File: src/hw/rtl/wdm_pkg.sv
// Package of shared types and constants for the drift monitor.
package wdm_pkg;

    localparam int SAMPLE_W   = 16;
    localparam int DIST_W     = 16;
    localparam int COUNT_W    = 32;
    localparam int CFG_IDX_W  = 2;
    localparam int CFG_DATA_W = 16;
    localparam int MUL_A_W    = SAMPLE_W + 1;

    localparam int DEF_BASE_DEPTH   = 256;
    localparam int DEF_RECENT_DEPTH = 64;

    localparam int RST_BASE_LEN   = 256;
    localparam int RST_RECENT_LEN = 64;
    localparam logic [15:0] RST_THRESHOLD = 16'd256;
    localparam logic [8:0]  RST_FRACTION  = 9'd128;
    localparam logic [8:0]  MAX_FRACTION  = 9'd256;
    localparam logic [15:0] DIST_SAT      = 16'hFFFF;

    localparam logic [CFG_IDX_W-1:0] REG_BASE_LEN   = 2'd0;
    localparam logic [CFG_IDX_W-1:0] REG_RECENT_LEN = 2'd1;
    localparam logic [CFG_IDX_W-1:0] REG_THRESHOLD  = 2'd2;
    localparam logic [CFG_IDX_W-1:0] REG_FRACTION   = 2'd3;

    typedef enum logic [2:0] {
        T_IDLE,
        T_WIN,
        T_DIST,
        T_FLAG,
        T_OUT
    } t_top_state;

    typedef enum logic [2:0] {
        W_IDLE,
        W_RING,
        W_READ,
        W_MERGE,
        W_TAIL
    } t_win_state;

    typedef enum logic [3:0] {
        D_IDLE,
        D_FETCH,
        D_MUL_A,
        D_MUL_B,
        D_MUL_C,
        D_SUB,
        D_ACC,
        D_NORM,
        D_SCALE,
        D_SCALE2,
        D_DIV,
        D_DONE
    } t_dist_state;

endpackage

File: src/hw/rtl/wdm_dist.sv
// Distance sequencer: one shared multiplier for the interpolated terms and the scale factor, then a bit-serial divide.
module wdm_dist #(
    parameter int BASE_DEPTH   = 256,
    parameter int RECENT_DEPTH = 64,
    localparam int BAW = $clog2(BASE_DEPTH),
    localparam int RAW = $clog2(RECENT_DEPTH),
    localparam int BFW = $clog2(BASE_DEPTH + 1),
    localparam int RFW = $clog2(RECENT_DEPTH + 1)
) (
    input  logic                         i_clk,
    input  logic                         i_rst_n,
    input  logic                         i_start,
    input  logic [BFW-1:0]               i_n,
    input  logic [RFW-1:0]               i_m,
    output logic                         o_base_re,
    output logic [BAW-1:0]               o_base_idx,
    input  logic [wdm_pkg::SAMPLE_W-1:0] i_base_data,
    output logic                         o_recent_re,
    output logic [RAW-1:0]               o_recent_idx,
    input  logic [wdm_pkg::SAMPLE_W-1:0] i_recent_data,
    output logic                         o_done,
    output logic [wdm_pkg::DIST_W-1:0]   o_distance
);
    import wdm_pkg::*;

    localparam int DBW = BAW;
    localparam int PW  = MUL_A_W + DBW + 1;
    localparam int ACW = PW + 1;
    localparam int SW  = SAMPLE_W + 2 * DBW + 2;
    localparam int VW  = 2 * DBW + 1;
    localparam int CW  = $clog2(SW + 1);
    localparam int RW  = $clog2(BASE_DEPTH + RECENT_DEPTH);

    t_dist_state          r_state, n_state;
    logic [DBW-1:0]       r_d, n_d;
    logic [RAW-1:0]       r_mm1, n_mm1;
    logic [BAW-1:0]       r_i, n_i;
    logic [RAW-1:0]       r_j, n_j;
    logic [RW-1:0]        r_r, n_r;
    logic [SAMPLE_W-1:0]  r_bj, n_bj;
    logic signed [PW-1:0] r_prod;
    logic signed [ACW-1:0] r_acc, n_acc;
    logic [SW-1:0]        r_sum, n_sum;
    logic [VW-1:0]        r_div, n_div;
    logic [VW-1:0]        r_rem, n_rem;
    logic [CW-1:0]        r_cnt, n_cnt;
    logic [DIST_W-1:0]    r_dist, n_dist;

    logic signed [MUL_A_W-1:0] mul_a;
    logic [DBW-1:0]            mul_b;
    logic [ACW-1:0]            acc_abs;
    logic [VW:0]               trial;

    always_ff @(posedge i_clk) begin
        if (!i_rst_n) begin
            r_state <= D_IDLE;
        end else begin
            r_state <= n_state;
        end
        r_prod <= mul_a * $signed({1'b0, mul_b});
        r_d    <= n_d;
        r_mm1  <= n_mm1;
        r_i    <= n_i;
        r_j    <= n_j;
        r_r    <= n_r;
        r_bj   <= n_bj;
        r_acc  <= n_acc;
        r_sum  <= n_sum;
        r_div  <= n_div;
        r_rem  <= n_rem;
        r_cnt  <= n_cnt;
        r_dist <= n_dist;
    end

    assign acc_abs = r_acc[ACW-1] ? ACW'(-r_acc) : ACW'(r_acc);
    assign trial   = {r_rem, r_sum[SW-1]};

    always_comb begin
        n_state      = r_state;
        n_d          = r_d;
        n_mm1        = r_mm1;
        n_i          = r_i;
        n_j          = r_j;
        n_r          = r_r;
        n_bj         = r_bj;
        n_acc        = r_acc;
        n_sum        = r_sum;
        n_div        = r_div;
        n_rem        = r_rem;
        n_cnt        = r_cnt;
        n_dist       = r_dist;
        mul_a        = '0;
        mul_b        = '0;
        o_base_re    = 1'b0;
        o_base_idx   = r_i;
        o_recent_re  = 1'b0;
        o_recent_idx = r_j;
        o_done       = 1'b0;
        unique case (r_state)
            D_IDLE: begin
                if (i_start) begin
                    n_d     = DBW'(i_n - 1'b1);
                    n_mm1   = RAW'(i_m - 1'b1);
                    n_i     = '0;
                    n_j     = '0;
                    n_r     = '0;
                    n_sum   = '0;
                    n_state = D_FETCH;
                end
            end
            D_FETCH: begin
                o_base_re   = 1'b1;
                o_recent_re = 1'b1;
                n_state     = D_MUL_A;
            end
            D_MUL_A: begin
                mul_a        = {i_base_data[SAMPLE_W-1], i_base_data};
                mul_b        = r_d;
                n_bj         = i_recent_data;
                o_recent_re  = (r_r != '0);
                o_recent_idx = r_j + 1'b1;
                n_state      = D_MUL_B;
            end
            D_MUL_B: begin
                n_acc   = ACW'(r_prod);
                mul_a   = {r_bj[SAMPLE_W-1], r_bj};
                mul_b   = r_d - DBW'(r_r);
                n_state = D_MUL_C;
            end
            D_MUL_C: begin
                n_acc = r_acc - ACW'(r_prod);
                if (r_r != '0) begin
                    mul_a = {i_recent_data[SAMPLE_W-1], i_recent_data};
                end
                mul_b   = DBW'(r_r);
                n_state = D_SUB;
            end
            D_SUB: begin
                n_acc   = r_acc - ACW'(r_prod);
                n_state = D_ACC;
            end
            D_ACC: begin
                n_sum = r_sum + SW'(acc_abs);
                if (BFW'(r_i) == BFW'(r_d)) begin
                    n_state = D_SCALE;
                end else begin
                    n_r     = r_r + RW'(r_mm1);
                    n_state = D_NORM;
                end
            end
            D_NORM: begin
                // Bring the interpolation remainder back below n - 1, one step a cycle.
                if (r_r >= RW'(r_d)) begin
                    n_r = r_r - RW'(r_d);
                    n_j = r_j + 1'b1;
                end else begin
                    n_i     = r_i + 1'b1;
                    n_state = D_FETCH;
                end
            end
            D_SCALE: begin
                mul_a   = MUL_A_W'(r_d) + 1'b1;
                mul_b   = r_d;
                n_state = D_SCALE2;
            end
            D_SCALE2: begin
                n_div   = VW'(r_prod);
                n_rem   = '0;
                n_cnt   = CW'(SW);
                n_state = D_DIV;
            end
            D_DIV: begin
                if (trial >= {1'b0, r_div}) begin
                    n_rem = VW'(trial - {1'b0, r_div});
                    n_sum = {r_sum[SW-2:0], 1'b1};
                end else begin
                    n_rem = trial[VW-1:0];
                    n_sum = {r_sum[SW-2:0], 1'b0};
                end
                n_cnt = r_cnt - 1'b1;
                if (r_cnt == CW'(1)) begin
                    n_state = D_DONE;
                end
            end
            D_DONE: begin
                n_dist  = (|r_sum[SW-1:DIST_W]) ? DIST_SAT : r_sum[DIST_W-1:0];
                o_done  = 1'b1;
                n_state = D_IDLE;
            end
            default: n_state = D_IDLE;
        endcase
    end

    assign o_distance = n_dist;

endmodule

File: config.mk
export PLATFORM = sky130hd
export DESIGN_NAME = wdm_dist
export DESIGN_NICKNAME = d
export VERILOG_FILES = /design/src/hw/rtl/wdm_pkg.sv /design/src/hw/rtl/wdm_dist.sv
export SDC_FILE = /design/constraint.sdc
export NUM_CORES = 1
export LEC_CHECK = 0
export BUFFER_PORTS_ARGS = -buffer_cell sky130_fd_sc_hd__buf_2
export CORE_MARGIN = 2
export CORE_UTILIZATION = 30
export DETAILED_ROUTE_END_ITERATION = 10
export GPL_ROUTABILITY_DRIVEN = 0
export GPL_TIMING_DRIVEN = 0
export PLACE_DENSITY_LB_ADDON = 0.12
export SLEW_MARGIN = 20
export SYNTH_ARGS = -nofsm -noshare
export SYNTH_HDL_FRONTEND = slang
export SYNTH_SLANG_ARGS = --single-unit
File: constraint.sdc
create_clock -name i_clk -period 7.47 [get_ports i_clk]
set_clock_uncertainty 0.2 [all_clocks]
set_input_delay 0.747 -clock i_clk [delete_from_list [all_inputs] [get_ports i_clk]]
set_output_delay 0.747 -clock i_clk [all_outputs]
set_load 0.02 [all_outputs]
==> results.yml <==
status:
  status: "finished clean"
sta:
  hold_viol_final: 0
  timing_worst_slew_pin_value_ns: 1.06
  max-slew-margin-rel_pct: 29.2
  final_worst_path_period_share_pct: 95.1
  clock.fmax_mhz: 141
  post-route-min-period_ns: 7.11
  fin_setup_tns_ns: 0
  final-setup-viol-count: 0
  drv_slew: 0
finish:
  finish.net_count: 2397
  drive_above_1_share_pct: 8.72
  number_of_diodes: 0
  area_delta_synth_final_pct: 12.6
  nFillCells: 6128
synthesis:
  synth.cell_area_um2: 17900
  synth-warning-count: 0
  average_size_of_a_mapped_cell_um2: 9.09
  synth_nets: 2282
  synth_ff_type: "sky130_fd_sc_hd__edfxtp_1"
  syn-instance-count: 1971
  list_of_most_frequent_post_synthesis_cells: "sky130_fd_sc_hd__inv_1, sky130_fd_sc_hd__nand2_1, sky130_fd_sc_hd__nor2_1, sky130_fd_sc_hd__edfxtp_1, sky130_fd_sc_hd__ha_1"
  most_area_consuming_cells_after_synthesis: "sky130_fd_sc_hd__edfxtp_1, sky130_fd_sc_hd__fa_1, sky130_fd_sc_hd__ha_1"
  number_of_synthesized_flops_with_an_enable_pin: 154
  synth-async-reset-ratio_pct: 0
  synth_area_leader_cell: "sky130_fd_sc_hd__edfxtp_1"
  synth_register_bits: 200
  synth.top_cell.area_share_pct: 25.8
  synth_sequential_area_ratio_pct: 30.9
  most_frequent_cell_after_synthesis: "sky130_fd_sc_hd__inv_1"
  post_synth_num_cell_types: 70
clocking:
  root_buffer: "sky130_fd_sc_hd__clkbuf_16"
  h-tree-depth: 4
  cts_hold_buf: 0
  clk_pin_slew_ns: 0.08
  clock_tree_from_tritoncts: "built"
  clock_sinks: 200
  tritoncts.num_buffers: 17
  clk_latency_ns: 0.50
  clk_path_buf_depth: 2
worst_hold_path:
  timing.hold.worst.class: "input pin to flip-flop"
route:
  avgViaCountPerCell: 4.87
  totalWireLength_um: 49400
  detail_route.wl_per_cell_um: 17.2
  route.detailed.drc: 0
  dr.pass1.iters: 5
  final_antenna_net_count: 0
  dr_total_vias: 14000
  drt_first_iter_violations: 769
global_routing:
  largest_net_degree_at_the_start_of_global_routing: 28
  grt_first_pass_wirelength_um: 77900
  gr-usage-all-layers_pct: 16.1
  grt_pass1_vias: 13800
  overflow: 0
  initial_antenna_violation_count: 0
critical_path:
  timing.setup.critical_path_class: "flip-flop to flip-flop"
  crit_path_max_fanout: 10
  worst-endpoint-arrival_ns: 7.29
  max_stage_delay_ns: 0.56
  worst-endpoint-required_ns: 7.66
  timing.critical_path.from_type: "flip-flop"
  critical_path.slowest_cell: "sky130_fd_sc_hd__fa_1"
  setup.reg_to_reg.worst_slack_ns: 0.36
  critPathCaptureType: "flip-flop"
flow_run:
  drv_cap: 0
power_and_ir_drop:
  power.share.sequential_pct: 35.1
  cellLeakagePower_nw: 8.54
  internal_dissipation_mw: 2.58
  post-layout-total-power_mw: 4.33
  switching_share_pct: 40.3
  power.switching_mw: 1.74
  share_clk_of_total_power_pct: 22.0
  vdd.ir_drop.worst_uv: 209
  share_comb_of_total_power_pct: 42.9
  power_density_nw_per_um2: 215
floorplanning:
  initial_core_util_pct: 30.4
  design.die.area_um2: 61700
  row_count: 89
  boundaryPins: 84
  core_um2: 59000
  floorplan.die.height_um: 248
  die_w_um: 248
placed_design:
  buffer_ports.inserted: 81
  hpwl_um: 39800
[critical path, delay by kind of cell, from the launching register on]
| kind | cells | cell delay [ns] |
|---|---|---|
| buffers and inverters | 4 | 0.43 |
| adder cells (fa/ha/maj) | 6 | 2.46 |
| XOR/XNOR | 1 | 0.20 |
| AND/OR/NAND/NOR | 4 | 0.51 |
| multiplexers | 1 | 0.43 |
| AO/OA/AOI/OAI | 12 | 2.34 |
| flip-flops | 1 | 0.41 |
[path summary, 6_finish.rpt]
kind | from | endpoint | cells after the start
max | r_d[1] | r_prod[25] | 28
min | i_recent_data[7] | r_bj[7] | 1
max reg2reg | r_d[1] | r_prod[25] | 28
min reg2reg | r_dist[10] | r_dist[10] | 1
[per-stage QoR]
step | cell area [um^2] | setup slack (ns) | utilization [%] | std cells | hold slack [ns]
after floorplan | 17900 | 0.395 | - | 1971 | 0.208
after detailed placement | 19400 | -1.46 | 32.9 | 2831 | 0.270
after global routing | 20200 | -0.00570 | 34.2 | 2872 | 0.221
final | 20200 | 0.364 | 34.2 | 2872 | 0.243
after CTS | 20200 | 0.00430 | 34.1 | 2875 | 0.212
after global placement | 19300 | -1.39 | 32.7 | 2825 | 0.262
[power by group through the flow]
stage / logic [mW] / clock network [mW] / registers [mW]
global placement: 1.80 / 0 / 1.56
global route: 2.09 / 1.02 / 1.54
floorplan: 1.38 / 0 / 1.48
detailed placement: 1.82 / 0 / 1.56
CTS: 1.86 / 0.984 / 1.52
finish: 1.86 / 0.951 / 1.52
[cell families (layout without fill, tap and decap cells)]
kind of cell    after synthesis  after routing  synth area share, %
compound gates              434            434                 15.9
flops                       200            200                 30.9
xor+xnor                    159            159                 7.77
mux                          11             11                0.635
simple gates                595            595                 15.4
fa+ha+maj                   260            260                 22.8
buf+inv                     312            440                 6.54
[cell usage in the layout, fill, tap and decap left out, types with 8 or more instances in the layout]
master	Yosys	routed
sky130_fd_sc_hd__clkbuf_16	0	19
sky130_fd_sc_hd__a21oi_1	95	92
sky130_fd_sc_hd__o22a_1	17	17
sky130_fd_sc_hd__o21ai_0	119	115
sky130_fd_sc_hd__dfxtp_1	46	46
sky130_fd_sc_hd__nand3_1	27	27
sky130_fd_sc_hd__buf_2	1	82
sky130_fd_sc_hd__or2_2	9	9
sky130_fd_sc_hd__nand2b_1	29	29
sky130_fd_sc_hd__edfxtp_1	154	154
sky130_fd_sc_hd__or3_1	10	10
sky130_fd_sc_hd__and3_1	14	14
sky130_fd_sc_hd__and2_1	18	17
sky130_fd_sc_hd__o22ai_1	9	9
sky130_fd_sc_hd__buf_4	0	15
sky130_fd_sc_hd__o21a_1	13	12
sky130_fd_sc_hd__o31ai_1	17	17
sky130_fd_sc_hd__clkbuf_1	55	43
sky130_fd_sc_hd__ha_1	150	147
sky130_fd_sc_hd__mux2i_1	8	8
sky130_fd_sc_hd__nor2b_1	27	27
sky130_fd_sc_hd__fa_1	110	110
sky130_fd_sc_hd__a21o_1	57	57
sky130_fd_sc_hd__nand4_1	14	14
sky130_fd_sc_hd__nand2_1	198	196
sky130_fd_sc_hd__nor2_1	180	176
sky130_fd_sc_hd__xor2_1	66	66
sky130_fd_sc_hd__o2111ai_1	8	8
sky130_fd_sc_hd__xnor2_1	93	93
sky130_fd_sc_hd__nor3_1	29	27
sky130_fd_sc_hd__inv_1	254	253
sky130_fd_sc_hd__a22oi_1	11	11
sky130_fd_sc_hd__nor4_1	10	10
[layer usage]
layer  track usage, %  wire [um]  vias up
met5                0          0        -
met4             5.05        973        0
met3             2.59       1410       41
met2             26.3      23200      213
met1             21.7      23800     6736
li1                 -          -     7000
[registers in the layout, summed over array words and instances (netlist names)]
name and cells:
r_j 6, r_bj 16, o_base_idx 8, r_dist 16, r_prod 26, r_d 8, r_state 4, r_mm1 6
r_div 17, r_acc 27, r_r 9, r_sum 34, r_cnt 6, r_rem 17
[timing repair]
action,in CTS,in global routing
gates cloned,0,0
resized for setup,25,20
pin swaps,6,4
setup buffers,14,0
setup endpoints to repair,14,7
[layout make-up]
class	count	area (um^2)	area share (%)
multi-input cells	1459	11300	56.1
flip-flops and latches	200	5550	27.5
inverters	255	958	4.75
clock inverters	11	85.1	0.422
clock buffers	21	493	2.44
plain buffers	53	231	1.15
well taps	773	967	4.79
repair buffers	100	579	2.87
(Power assumes the default switching activity.)
